==> src/design/assert_macros.svh <==
`ifndef ASSERT_MACROS_SVH
`define ASSERT_MACROS_SVH

// Property checked on the rising clock edge, off while reset is asserted (active low).
`define ASSERT_CLKD(lbl, clk, rstn, prop, msg) \
    lbl: assert property (@(posedge clk) disable iff (!(rstn)) prop) else $error(msg);

// Condition that must never be true on a clock edge.
`define ASSERT_NEVER(lbl, clk, rstn, expr, msg) \
    `ASSERT_CLKD(lbl, clk, rstn, !(expr), msg)

`endif

==> src/design/shcb_pkg.sv <==
package shcb_pkg;

    localparam int BIN_LIMIT_DFLT = 64;
    localparam int SYM_W          = 8;
    localparam int CNT_W          = 16;
    localparam int PT_IDX_W       = 6;
    localparam int PROD_W         = 32;

    localparam logic [PT_IDX_W-1:0] BINS_USED_RST = 6'd32;
    localparam logic [CNT_W-1:0]    CNT_MAX       = 16'hFFFF;

    typedef enum logic [2:0] {
        ST_IDLE,
        ST_UPD,
        ST_SUM_RD,
        ST_SUM_ACC,
        ST_PT_MUL,
        ST_PT_DIV,
        ST_PT_OUT
    } shcb_state_t;

    typedef struct packed {
        logic busy;
        logic done;
    } div_stat_t;

endpackage

==> src/design/symbol_histogram_cdf_builder.sv <==
// Channel   Dir  Handshake          Beat contents
// s_        in   s_valid/s_ready    s_symbol, s_last
// m_        out  m_valid/m_ready    m_cdf_point, m_bin_index, m_last_point
// cfg_      in   cfg_wr_en          cfg_wr_data -> bins_used
//
// Steps: a sample is accepted with its counter read, then written back; a marked
// sample adds the total pass over mb bins, then per table point a multiply, 32
// divider steps, done and the output beat (multiply and beat only when the total
// is zero); mb is bins_used saturated to BIN_LIMIT-1.
// Reset: synchronous, active low; bins read as zero via per-bin valid flags.
// Stalls: s_ready is low until the sample or table is done; m_ready low holds.
`include "assert_macros.svh"

module symbol_histogram_cdf_builder import shcb_pkg::*; #(
    parameter int BIN_LIMIT = BIN_LIMIT_DFLT
) (
    input  logic                aclk,
    input  logic                aresetn,
    input  logic                cfg_wr_en,
    input  logic [PT_IDX_W-1:0] cfg_wr_data,
    input  logic                s_valid,
    output logic                s_ready,
    input  logic [SYM_W-1:0]    s_symbol,
    input  logic                s_last,
    output logic                m_valid,
    input  logic                m_ready,
    output logic [CNT_W-1:0]    m_cdf_point,
    output logic [PT_IDX_W-1:0] m_bin_index,
    output logic                m_last_point
);

    localparam int IW       = $clog2(BIN_LIMIT);
    localparam int MB_CAP_I = (BIN_LIMIT - 1 > 63) ? 63 : BIN_LIMIT - 1;
    localparam logic [PT_IDX_W-1:0] MB_CAP = PT_IDX_W'(MB_CAP_I);

    shcb_state_t state_reg, state_next;

    logic [PT_IDX_W-1:0]  bins_used_reg;
    logic [PT_IDX_W-1:0]  mb_reg, mb_next;
    logic [IW-1:0]        sym_reg, sym_next;
    logic                 hit_reg, hit_next;
    logic                 last_reg, last_next;
    logic [PT_IDX_W-1:0]  idx_reg, idx_next;
    logic [CNT_W-1:0]     total_reg, total_next;
    logic [CNT_W-1:0]     cdf_reg, cdf_next;
    logic [BIN_LIMIT-1:0] valid_reg, valid_next;
    logic                 rd_valid_reg;
    logic [CNT_W-1:0]     m_cdf_point_reg, m_cdf_point_next;
    logic [PT_IDX_W-1:0]  m_bin_index_reg, m_bin_index_next;
    logic                 m_last_point_reg, m_last_point_next;

    logic [PT_IDX_W-1:0]  mb_live;
    logic                 hit_live;
    logic                 accept;
    logic                 rd_en, wr_en, div_load;
    logic [IW-1:0]        rd_addr, wr_addr;
    logic [CNT_W-1:0]     wr_data, rd_data, count;
    logic [CNT_W-1:0]     scale;
    logic [PROD_W-1:0]    product, quotient;
    div_stat_t            div_stat;

    // saturate bins_used so every bin in use has a counter
    assign mb_live  = (bins_used_reg > MB_CAP) ? MB_CAP : bins_used_reg;
    assign hit_live = s_symbol < SYM_W'(mb_live);
    assign accept   = s_valid && s_ready;

    // unwritten bins read as zero
    assign count   = rd_valid_reg ? rd_data : '0;
    assign scale   = CNT_MAX - CNT_W'(mb_reg);
    assign product = PROD_W'(scale) * PROD_W'(cdf_reg);

    assign s_ready      = (state_reg == ST_IDLE);
    assign m_valid      = (state_reg == ST_PT_OUT);
    assign m_cdf_point  = m_cdf_point_reg;
    assign m_bin_index  = m_bin_index_reg;
    assign m_last_point = m_last_point_reg;

    shcb_ram #(
        .WIDTH (CNT_W),
        .DEPTH (BIN_LIMIT)
    ) u_bins (
        .aclk    (aclk),
        .wr_en   (wr_en),
        .wr_addr (wr_addr),
        .wr_data (wr_data),
        .rd_en   (rd_en),
        .rd_addr (rd_addr),
        .rd_data (rd_data)
    );

    // product lands straight in the divider's shift register
    shcb_div u_div (
        .aclk     (aclk),
        .aresetn  (aresetn),
        .load     (div_load),
        .dividend (product),
        .divisor  (total_reg),
        .stat     (div_stat),
        .quotient (quotient)
    );

    // next state
    always_comb begin
        state_next = state_reg;
        unique case (state_reg)
            ST_IDLE: begin
                if (accept) begin
                    state_next = ST_UPD;
                end
            end
            ST_UPD: begin
                if (!last_reg) begin
                    state_next = ST_IDLE;
                end else if (mb_reg == '0) begin
                    state_next = ST_PT_MUL;
                end else begin
                    state_next = ST_SUM_RD;
                end
            end
            ST_SUM_RD: begin
                state_next = ST_SUM_ACC;
            end
            ST_SUM_ACC: begin
                if (idx_reg == mb_reg - 1'b1) begin
                    state_next = ST_PT_MUL;
                end else begin
                    state_next = ST_SUM_RD;
                end
            end
            ST_PT_MUL: begin
                if (total_reg == '0) begin
                    state_next = ST_PT_OUT;
                end else begin
                    state_next = ST_PT_DIV;
                end
            end
            ST_PT_DIV: begin
                if (div_stat.done) begin
                    state_next = ST_PT_OUT;
                end
            end
            ST_PT_OUT: begin
                if (m_ready) begin
                    state_next = m_last_point_reg ? ST_IDLE : ST_PT_MUL;
                end
            end
            default: begin
                state_next = ST_IDLE;
            end
        endcase
    end

    // memory and divider strobes
    always_comb begin
        rd_en    = 1'b0;
        rd_addr  = '0;
        wr_en    = 1'b0;
        wr_addr  = sym_reg;
        wr_data  = count + 1'b1;
        div_load = 1'b0;
        unique case (state_reg)
            ST_IDLE: begin
                rd_en   = accept && hit_live;
                rd_addr = IW'(s_symbol);
            end
            ST_UPD: begin
                wr_en = hit_reg;
            end
            ST_SUM_RD: begin
                rd_en   = 1'b1;
                rd_addr = IW'(idx_reg);
            end
            ST_PT_MUL: begin
                // fetch this bin's count for the next prefix sum
                rd_en    = 1'b1;
                rd_addr  = IW'(idx_reg);
                div_load = (total_reg != '0);
            end
            default: begin
                rd_en = 1'b0;
            end
        endcase
    end

    // datapath
    always_comb begin
        mb_next           = mb_reg;
        sym_next          = sym_reg;
        hit_next          = hit_reg;
        last_next         = last_reg;
        idx_next          = idx_reg;
        total_next        = total_reg;
        cdf_next          = cdf_reg;
        valid_next        = valid_reg;
        m_cdf_point_next  = m_cdf_point_reg;
        m_bin_index_next  = m_bin_index_reg;
        m_last_point_next = m_last_point_reg;
        unique case (state_reg)
            ST_IDLE: begin
                if (accept) begin
                    sym_next  = IW'(s_symbol);
                    hit_next  = hit_live;
                    last_next = s_last;
                    mb_next   = mb_live;
                end
            end
            ST_UPD: begin
                idx_next   = '0;
                total_next = '0;
                cdf_next   = '0;
                if (hit_reg) begin
                    valid_next[sym_reg] = 1'b1;
                end
            end
            ST_SUM_ACC: begin
                total_next = total_reg + count;
                idx_next   = (idx_reg == mb_reg - 1'b1) ? '0 : idx_reg + 1'b1;
            end
            ST_PT_MUL: begin
                // zero total: the point is just its index
                m_cdf_point_next  = CNT_W'(idx_reg);
                m_bin_index_next  = idx_reg;
                m_last_point_next = (idx_reg == mb_reg);
            end
            ST_PT_DIV: begin
                if (div_stat.done) begin
                    m_cdf_point_next = quotient[CNT_W-1:0] + CNT_W'(idx_reg);
                end
            end
            ST_PT_OUT: begin
                if (m_ready) begin
                    cdf_next = cdf_reg + count;
                    idx_next = idx_reg + 1'b1;
                    if (m_last_point_reg) begin
                        valid_next = '0;
                    end
                end
            end
            default: begin
                idx_next = idx_reg;
            end
        endcase
    end

    always_ff @(posedge aclk) begin
        if (!aresetn) begin
            state_reg     <= ST_IDLE;
            bins_used_reg <= BINS_USED_RST;
            valid_reg     <= '0;
            rd_valid_reg  <= 1'b0;
        end else begin
            state_reg <= state_next;
            valid_reg <= valid_next;
            if (cfg_wr_en) begin
                bins_used_reg <= cfg_wr_data;
            end
            if (rd_en) begin
                rd_valid_reg <= valid_reg[rd_addr];
            end
        end
    end

    always_ff @(posedge aclk) begin
        mb_reg           <= mb_next;
        sym_reg          <= sym_next;
        hit_reg          <= hit_next;
        last_reg         <= last_next;
        idx_reg          <= idx_next;
        total_reg        <= total_next;
        cdf_reg          <= cdf_next;
        m_cdf_point_reg  <= m_cdf_point_next;
        m_bin_index_reg  <= m_bin_index_next;
        m_last_point_reg <= m_last_point_next;
    end

    // input and output sides never open together
    `ASSERT_NEVER(a_in_out_excl, aclk, aresetn, s_ready && m_valid,
        "s_ready with m_valid")
    // final point taken: histogram empty and input open again
    `ASSERT_CLKD(a_clear_after_run, aclk, aresetn,
        (m_valid && m_ready && m_last_point) |=> (s_ready && valid_reg == '0),
        "histogram not cleared after table")
    // divider runs only while the sequencer waits for it
    `ASSERT_CLKD(a_div_owned, aclk, aresetn, div_stat.busy |-> (state_reg == ST_PT_DIV),
        "divider busy outside divide state")
    // emitted index stays inside the table
    `ASSERT_CLKD(a_index_range, aclk, aresetn, m_valid |-> (m_bin_index <= mb_reg),
        "table index beyond bins_used")

endmodule

==> src/design/shcb_ram.sv <==
module shcb_ram #(
    parameter int WIDTH = 16,
    parameter int DEPTH = 64
) (
    input  logic                     aclk,
    input  logic                     wr_en,
    input  logic [$clog2(DEPTH)-1:0] wr_addr,
    input  logic [WIDTH-1:0]         wr_data,
    input  logic                     rd_en,
    input  logic [$clog2(DEPTH)-1:0] rd_addr,
    output logic [WIDTH-1:0]         rd_data
);

    logic [WIDTH-1:0] mem [DEPTH];
    logic [WIDTH-1:0] rd_data_reg;

    always_ff @(posedge aclk) begin
        if (wr_en) begin
            mem[wr_addr] <= wr_data;
        end
        if (rd_en) begin
            rd_data_reg <= mem[rd_addr];
        end
    end

    assign rd_data = rd_data_reg;

endmodule

==> src/design/shcb_div.sv <==
module shcb_div import shcb_pkg::*; (
    input  logic              aclk,
    input  logic              aresetn,
    input  logic              load,
    input  logic [PROD_W-1:0] dividend,
    input  logic [CNT_W-1:0]  divisor,
    output div_stat_t         stat,
    output logic [PROD_W-1:0] quotient
);

    localparam int STEP_W = $clog2(PROD_W);
    localparam logic [STEP_W-1:0] LAST_STEP = STEP_W'(PROD_W - 1);

    logic [PROD_W-1:0] quo_reg, quo_next;
    logic [CNT_W-1:0]  rem_reg, rem_next;
    logic [CNT_W-1:0]  den_reg;
    logic [STEP_W-1:0] step_reg, step_next;
    logic              busy_reg, busy_next;
    logic              done_reg, done_next;
    logic [CNT_W:0]    rem_shift;
    logic [CNT_W:0]    rem_diff;
    logic              fits;

    // one restoring-division bit per cycle, quotient bits shift in from the right
    assign rem_shift = {rem_reg, quo_reg[PROD_W-1]};
    assign fits      = rem_shift >= {1'b0, den_reg};
    assign rem_diff  = rem_shift - {1'b0, den_reg};

    always_comb begin
        quo_next  = quo_reg;
        rem_next  = rem_reg;
        step_next = step_reg;
        busy_next = busy_reg;
        done_next = 1'b0;
        if (load) begin
            quo_next  = dividend;
            rem_next  = '0;
            step_next = '0;
            busy_next = 1'b1;
        end else if (busy_reg) begin
            quo_next  = {quo_reg[PROD_W-2:0], fits};
            rem_next  = fits ? rem_diff[CNT_W-1:0] : rem_shift[CNT_W-1:0];
            step_next = step_reg + 1'b1;
            if (step_reg == LAST_STEP) begin
                busy_next = 1'b0;
                done_next = 1'b1;
            end
        end
    end

    always_ff @(posedge aclk) begin
        if (!aresetn) begin
            busy_reg <= 1'b0;
            done_reg <= 1'b0;
            step_reg <= '0;
        end else begin
            busy_reg <= busy_next;
            done_reg <= done_next;
            step_reg <= step_next;
        end
    end

    always_ff @(posedge aclk) begin
        quo_reg <= quo_next;
        rem_reg <= rem_next;
        if (load) begin
            den_reg <= divisor;
        end
    end

    assign stat.busy = busy_reg;
    assign stat.done = done_reg;
    assign quotient  = quo_reg;

endmodule

==> config.mk <==
export PLATFORM = sky130hd
export DESIGN_NAME = symbol_histogram_cdf_builder
export DESIGN_NICKNAME = d
export VERILOG_FILES = /design/src/design/shcb_pkg.sv /design/src/design/symbol_histogram_cdf_builder.sv /design/src/design/shcb_ram.sv /design/src/design/shcb_div.sv
export VERILOG_INCLUDE_DIRS = /design/src /design/src/design
export SDC_FILE = /design/constraint.sdc
export NUM_CORES = 2
export LEC_CHECK = 0
export CAP_MARGIN = 20
export CORE_MARGIN = 1.5
export CORE_UTILIZATION = 64
export CTS_CLUSTER_DIAMETER = 200
export CTS_CLUSTER_SIZE = 14
export DETAILED_ROUTE_END_ITERATION = 7
export DONT_BUFFER_PORTS = 1
export GPL_TIMING_DRIVEN = 0
export MAX_ROUTING_LAYER = met4
export PLACE_DENSITY = 0.8
export SETUP_SLACK_MARGIN = 0.1
export SYNTH_ARGS = -nofsm -noshare
export SYNTH_HDL_FRONTEND = slang
export SYNTH_SLANG_ARGS = --single-unit
==> constraint.sdc <==
create_clock -name aclk -period 6.8 [get_ports aclk]
set_input_delay 1.02 -clock aclk [delete_from_list [all_inputs] [get_ports aclk]]
set_output_delay 1.02 -clock aclk [all_outputs]
set_load 0.005 [all_outputs]
* After elaboration in Yosys (flattened, before gate mapping)
Memory sizes are Yosys's and may differ from the RTL's. A register that Yosys moved wholly into a read port is not among the register bits. Index checks and enable logic that the tools add are counted. W data, S select, Z words.
Storage, ports and cells: register bits after elaboration 220, bits in latches 0, bits in writable memories 1024, memory bits (read-only) 0, input port bits 20, output and inout bits 25, word-level logic and storage cells 115, memories 1
Operators by class: $add $sub $neg 9, multipliers 1, divide/modulo/power cells 0, $lt $le $gt $ge 6, eq/ne operators 14, shift-type cells 0, mux-type cells 40, bitwise gates (word level) 3, reduce and logical (&&, ||, !) cells 21
Memories:
- u_bins.mem | words 64, bits a word 16, rd ports 1, clocked after memory_dff 1, write ports 1, RTL line shcb_ram.sv:14 | logic [WIDTH-1:0] mem [DEPTH];
Operator list (count):
- $mux W64 | 3
- $pmux W64 S2 | 1
- $pmux W16 S2 | 3
- $mux W16 | 4
- $mux W32 | 2
- $or A64 B64 Y64 | 1
- $add A16 B16 Y16 | 2
- $mul A16 B16 Y32 | 1
- $mux W3 | 7
- $pmux W3 S7 | 1
- $mux W6 | 3
- $pmux W6 S3 | 1
- $ge A17 B16 Y1 | 1
- $add A16 B1 Y16 const B | 1
- $add A16 B6 Y16 | 1
- $logic_not A16 Y1 | 1
- $reduce_bool A16 Y1 | 1
- $sub A16 B16 Y16 | 1
- $lt A6 B7 Y1 const B | 2
- $eq A6 B6 Y1 | 2
- $pmux W6 S2 | 1
- $mux W1 | 10
- $eq A3 B3 Y1 const B | 3
- $lt A8 B6 Y1 | 1
- other kinds (26) | 40

* Logic depth before layout (Yosys ltp)
word-level depth 7, depth in mapped cells 24, depth with buffers taken out 23

* By module
Synthesis repeated with hierarchy kept, for this count alone.
Unflattened totals: cell total of the unflattened synthesis 3843, area total of the unflattened synthesis 59366.9 um^2
Modules (own cells, without submodules):
- shcb_ram | times used 1, cells each 1829, area each 40202.3 um^2, seq. area each 31230.0 um^2
- symbol_histogram_cdf_builder | times used 1, cells each 1676, area each 15386.0 um^2, seq. area each 3733.6 um^2
- shcb_div | times used 1, cells each 338, area each 3778.6 um^2, seq. area each 1901.8 um^2

* Worst setup path after synthesis
OpenSTA, ideal clock, no wires.
kind register -> register, start register mb_reg[5], end register u_div.quo_reg[30] (netlist: u_div.quotient[30]) (data pin), data arrival time 5.867 ns, path slack 0.664 ns, stages on the path, launching flop included 23, cells stage by stage edfxtp_1 -> clkbuf_1 -> clkbuf_1 -> nor2_1 -> fa_1 -> inv_1 -> fa_1 -> inv_1 -> fa_1 -> fa_1 -> fa_1 -> inv_1 -> fa_1 -> inv_1 -> ha_1 -> and3_1 -> nand3_1 -> o41a_1 -> a32oi_1 -> a221oi_1 -> o31ai_1 -> xnor2_1 -> o21ai_0
Between the ends: longest elaborated chain between the ends 3
Ends and longest elaborated chain:
- from (decl) | RTL line symbol_histogram_cdf_builder.sv:39 | logic [PT_IDX_W-1:0] mb_reg, mb_next;
- from (signal assigned) | RTL line symbol_histogram_cdf_builder.sv:264 | mb_reg <= mb_next;
- $sub A1 B7 Y8 | RTL line symbol_histogram_cdf_builder.sv:69 | assign scale = CNT_MAX - CNT_W'(mb_reg);
- $mul A16 B16 Y32 | RTL line symbol_histogram_cdf_builder.sv:70 | assign product = PROD_W'(scale) * PROD_W'(cdf_reg);
- $mux W32 | RTL line shcb_div.sv:35 | if (load) begin
- net u_div.quo_next[30] | RTL line shcb_div.sv:14 | logic [PROD_W-1:0] quo_reg, quo_next;
- to (signal assigned) | RTL line shcb_div.sv:64 | quo_reg <= quo_next;
- to (decl) | RTL line shcb_div.sv:14
The timed path passes the listed nets, and every way through them passes these cells. A chain may end at the register's enable or synchronous reset.

* Final worst setup path
start register cdf_reg[4], end register u_div.quo_reg[30] (netlist: u_div.quotient[30]) (data pin)
Between the ends: longest elaborated chain between the ends 2
Ends and longest elaborated chain:
- from (decl) | RTL line symbol_histogram_cdf_builder.sv:45 | logic [CNT_W-1:0] cdf_reg, cdf_next;
- from (signal assigned) | RTL line symbol_histogram_cdf_builder.sv:270 | cdf_reg <= cdf_next;
- $mul A16 B16 Y32 | RTL line symbol_histogram_cdf_builder.sv:70
- $mux W32 | RTL line shcb_div.sv:35
- net u_div.quo_next[30] | RTL line shcb_div.sv:14
The timed path passes the listed nets, and every way through them passes these cells.

==> flow_metrics.py <==
metrics = {
    "pwr": {
        "pwr_density_cell_nw_per_um2": 321,
        "vdd_ir_drop_max_mv": 0.660,
        "power.leakage_nw": 24.1,
    },
    "synthesis": {
        "postSynthCellCount": 4101,
        "synthesis.nets": 4444,
        "synth_edf_count": 1163,
        "synth_top_area_share_pct": 58.7,
        "synth_area_per_cell_um2": 14.5,
        "synth_area_um2": 59500,
        "synthDistinctLibCells": 76,
        "synth.area.top_cells": "edfxtp_1, mux2i_1, fa_1, mux4_2, ha_1",
        "yosysWarnings": 0,
        "ys_ff_latch": 1260,
        "yosys.area.top_type": "edfxtp_1",
        "yosysSeqAreaShare_pct": 62.0,
        "async_flop_share_pct": 0,
        "ys.flop_type": "edfxtp_1",
    },
    "placement": {
        "dp_hpwl_mm": 105,
        "place.gp.congestion": 1.02,
        "numPlacedInstances": 5434,
        "io_buffers": 0,
    },
    "sta": {
        "max-slew-margin-rel_pct": 17.2,
        "finClkSkew_ps": 34.0,
        "finalHoldViolCount": 0,
        "finalCritPeriodShare_pct": 95.7,
        "setup_viol": 0,
        "rsz0062_at_grt": "false",
        "max_freq_mhz": 154,
        "drv_slew": 0,
        "fin_crit_ps": 6510,
        "max_slew.worst_pin.slew_ps": 1240,
    },
    "run_status": {
        "outcome": "completed",
    },
    "clock_network": {
        "hold_buffers": 0,
        "worstSkewPairLatency_ps": 710,
        "numCtsBuffers": 99,
        "htree_levels": 3,
        "clock_path_buffers": 3,
        "cts.sinks": 1260,
        "clk_pin_slew_ps": 80,
        "tritoncts": "built",
        "cts_root_buffer": "clkbuf_16",
    },
    "floorplan": {
        "die_x_um": 308,
        "rows": 111,
        "start_util_pct": 64.8,
        "dieArea_um2": 94800,
        "top_level_ports": 45,
        "die_h_um": 308,
        "core_area_um2": 91800,
    },
    "layout": {
        "mostFrequentLayoutCell": "edfxtp_1",
        "largest_register_ffs": 1024,
        "multi_input_area_um2": 21100,
        "drive_gt1_share_pct": 12.6,
        "utilization_pct": 71.6,
        "regArea_um2": 36900,
        "instances_no_fill": 5595,
        "area_growth_pct": 10.6,
        "fin_nets": 4658,
        "n_fill_cell": 5727,
        "layout.cells.most_common_list": "edfxtp_1, mux2i_1, nand2_1",
    },
    "route": {
        "drtIter0Drc": 4914,
        "drt-total-wl_mm": 151,
        "dr.pass1.iters": 8,
        "drc_errors": 0,
        "vias_per_cell": 6.50,
        "wl_per_cell_um": 27.0,
        "ant_nets": 0,
        "route.vias.total": 36300,
    },
    "global_routing": {
        "antenna_found_initial": 3,
        "track_usage_pct": 33.0,
        "grt_pass1_wl_mm": 222,
        "grt_pass1_vias": 35200,
        "grt_max_degree": 35,
        "overflow": 0,
    },
    "critical_path": {
        "crit_fanout": 5,
        "cp_slowest_stage_delay_ps": 610,
        "arrival_ps": 6940,
        "cp.required_ps": 7230,
        "crit_type": "flop to flop",
        "critPathTopFamily": "adder cells",
        "cp-end-kind": "flop",
        "critPathSlowestCell": "edfxtp_1",
        "r2r_start": "cdf_reg[4]",
        "startpoint_type": "flop",
        "cpMostUsedCell": "fa_1",
        "worstPathCellList": "clkinvlp_4, fa_1, inv_1, fa_1, fa_1, inv_1, fa_1, inv_1, fa_1, inv_1, fa_1, inv_1, ha_1, and3_1, nand2_1, o41a_1, a32oi_2, a221oi_2, o31ai_1, xnor2_1, o21ai_0",
        "crit_start": "cdf_reg[4]",
        "path_buf_inv": 6,
    },
    "min_path": {
        "min_path_type": "input pin to flop",
        "hp-start": "s_symbol[4]",
    },
    "job": {
        "cap_violations": 0,
    },
}
## kinds of logic after synthesis
family                   Yosys count  share of synthesized area [%]
adder cells (fa/ha/maj)          323                           8.77
AND/OR/NAND/NOR                  942                           7.29
flip-flops                      1260                           62.0
buffers and inverters            452                           3.09
AO/OA/AOI/OAI                    474                           5.29
XOR/XNOR                          96                           1.41
multiplexers                     554                           12.2
## final cells by class
| type | count | area share [%] |
|---|---|---|
| Timing Repair Buffer | 118 | 2.50 |
| Inverter | 253 | 1.46 |
| Antenna cell | 6 | 0.0228 |
| Clock buffer | 128 | 4.03 |
| Clock inverter | 4 | 0.0856 |
| Multi-Input combinational cell | 2389 | 32.1 |
| Sequential cell | 1260 | 56.1 |
| Buffer | 194 | 1.36 |
| Tap cell | 1243 | 2.36 |
## path summary, 6_finish.rpt
| kind | endpoint | slack, ps | depth (start not counted) |
|---|---|---|---|
| worst max-delay path | u_div.quotient[30] | 290 | 21 |
| worst min-delay path | sym_reg[4] | 400 | 0 |
| worst max register to register | u_div.quotient[30] | 290 | 21 |
| worst min register to register | valid_reg[19] | 470 | 2 |
## layer usage
layer | global-route usage, % | share of wire [%] | wire length, um | up-vias
met1 | 44.4 | 38 | 57100 | 18100
met4 | 12.4 | 4.2 | 6370 | 0
li1 | - | - | - | 15600
met3 | 7.70 | 12 | 17800 | 423
met2 | 49.6 | 46 | 69900 | 2162
met5 | - | 0 | 0 | -
## cells in the mapped netlist (25+ instances only)
cell,number
edfxtp_1,1163
mux2i_1,401
nand2_1,335
nor2_1,282
inv_1,251
ha_1,167
fa_1,156
a21oi_1,134
mux4_2,133
clkbuf_1,111
dfxtp_1,97
o21ai_0,80
nand3_1,70
xor2_1,56
o211ai_1,44
nand2b_1,42
nor3_1,40
xnor2_1,40
buf_2,39
nor2b_1,33
a22oi_1,32
a21o_1,25
a31oi_1,25
## metrics by stage
stage	hold WS (ps)	setup WS, ps	power (mW)	instance area, um2	setup TNS [ps]
finish	403	295	21.1	65800	0
global route	391	84.4	22.0	65800	0
CTS	379	132	20.8	65600	0
detailed placement	456	-637	15.5	62800	-3270
global placement	444	-2470	15.3	61000	-900610
floorplan	431	664	13.7	59500	0
## report_power, final
| part | switching, mW | leakage [nW] | internal (mW) |
|---|---|---|---|
| clock | 2.58 | 1.31 | 2.70 |
| combinational | 4.32 | 11.6 | 2.97 |
| sequential | 0.0565 | 11.2 | 8.45 |
| total | 6.95 | 24.1 | 14.1 |
## repair_timing
| item | CTS | global route |
|---|---|---|
| pin swaps | 1 | 3 |
| setup buffers | 11 | 17 |
| gates resized for setup | 14 | 21 |
| setup endpoints to repair | 12 | 8 |
Power figures use the tool's default switching activity.
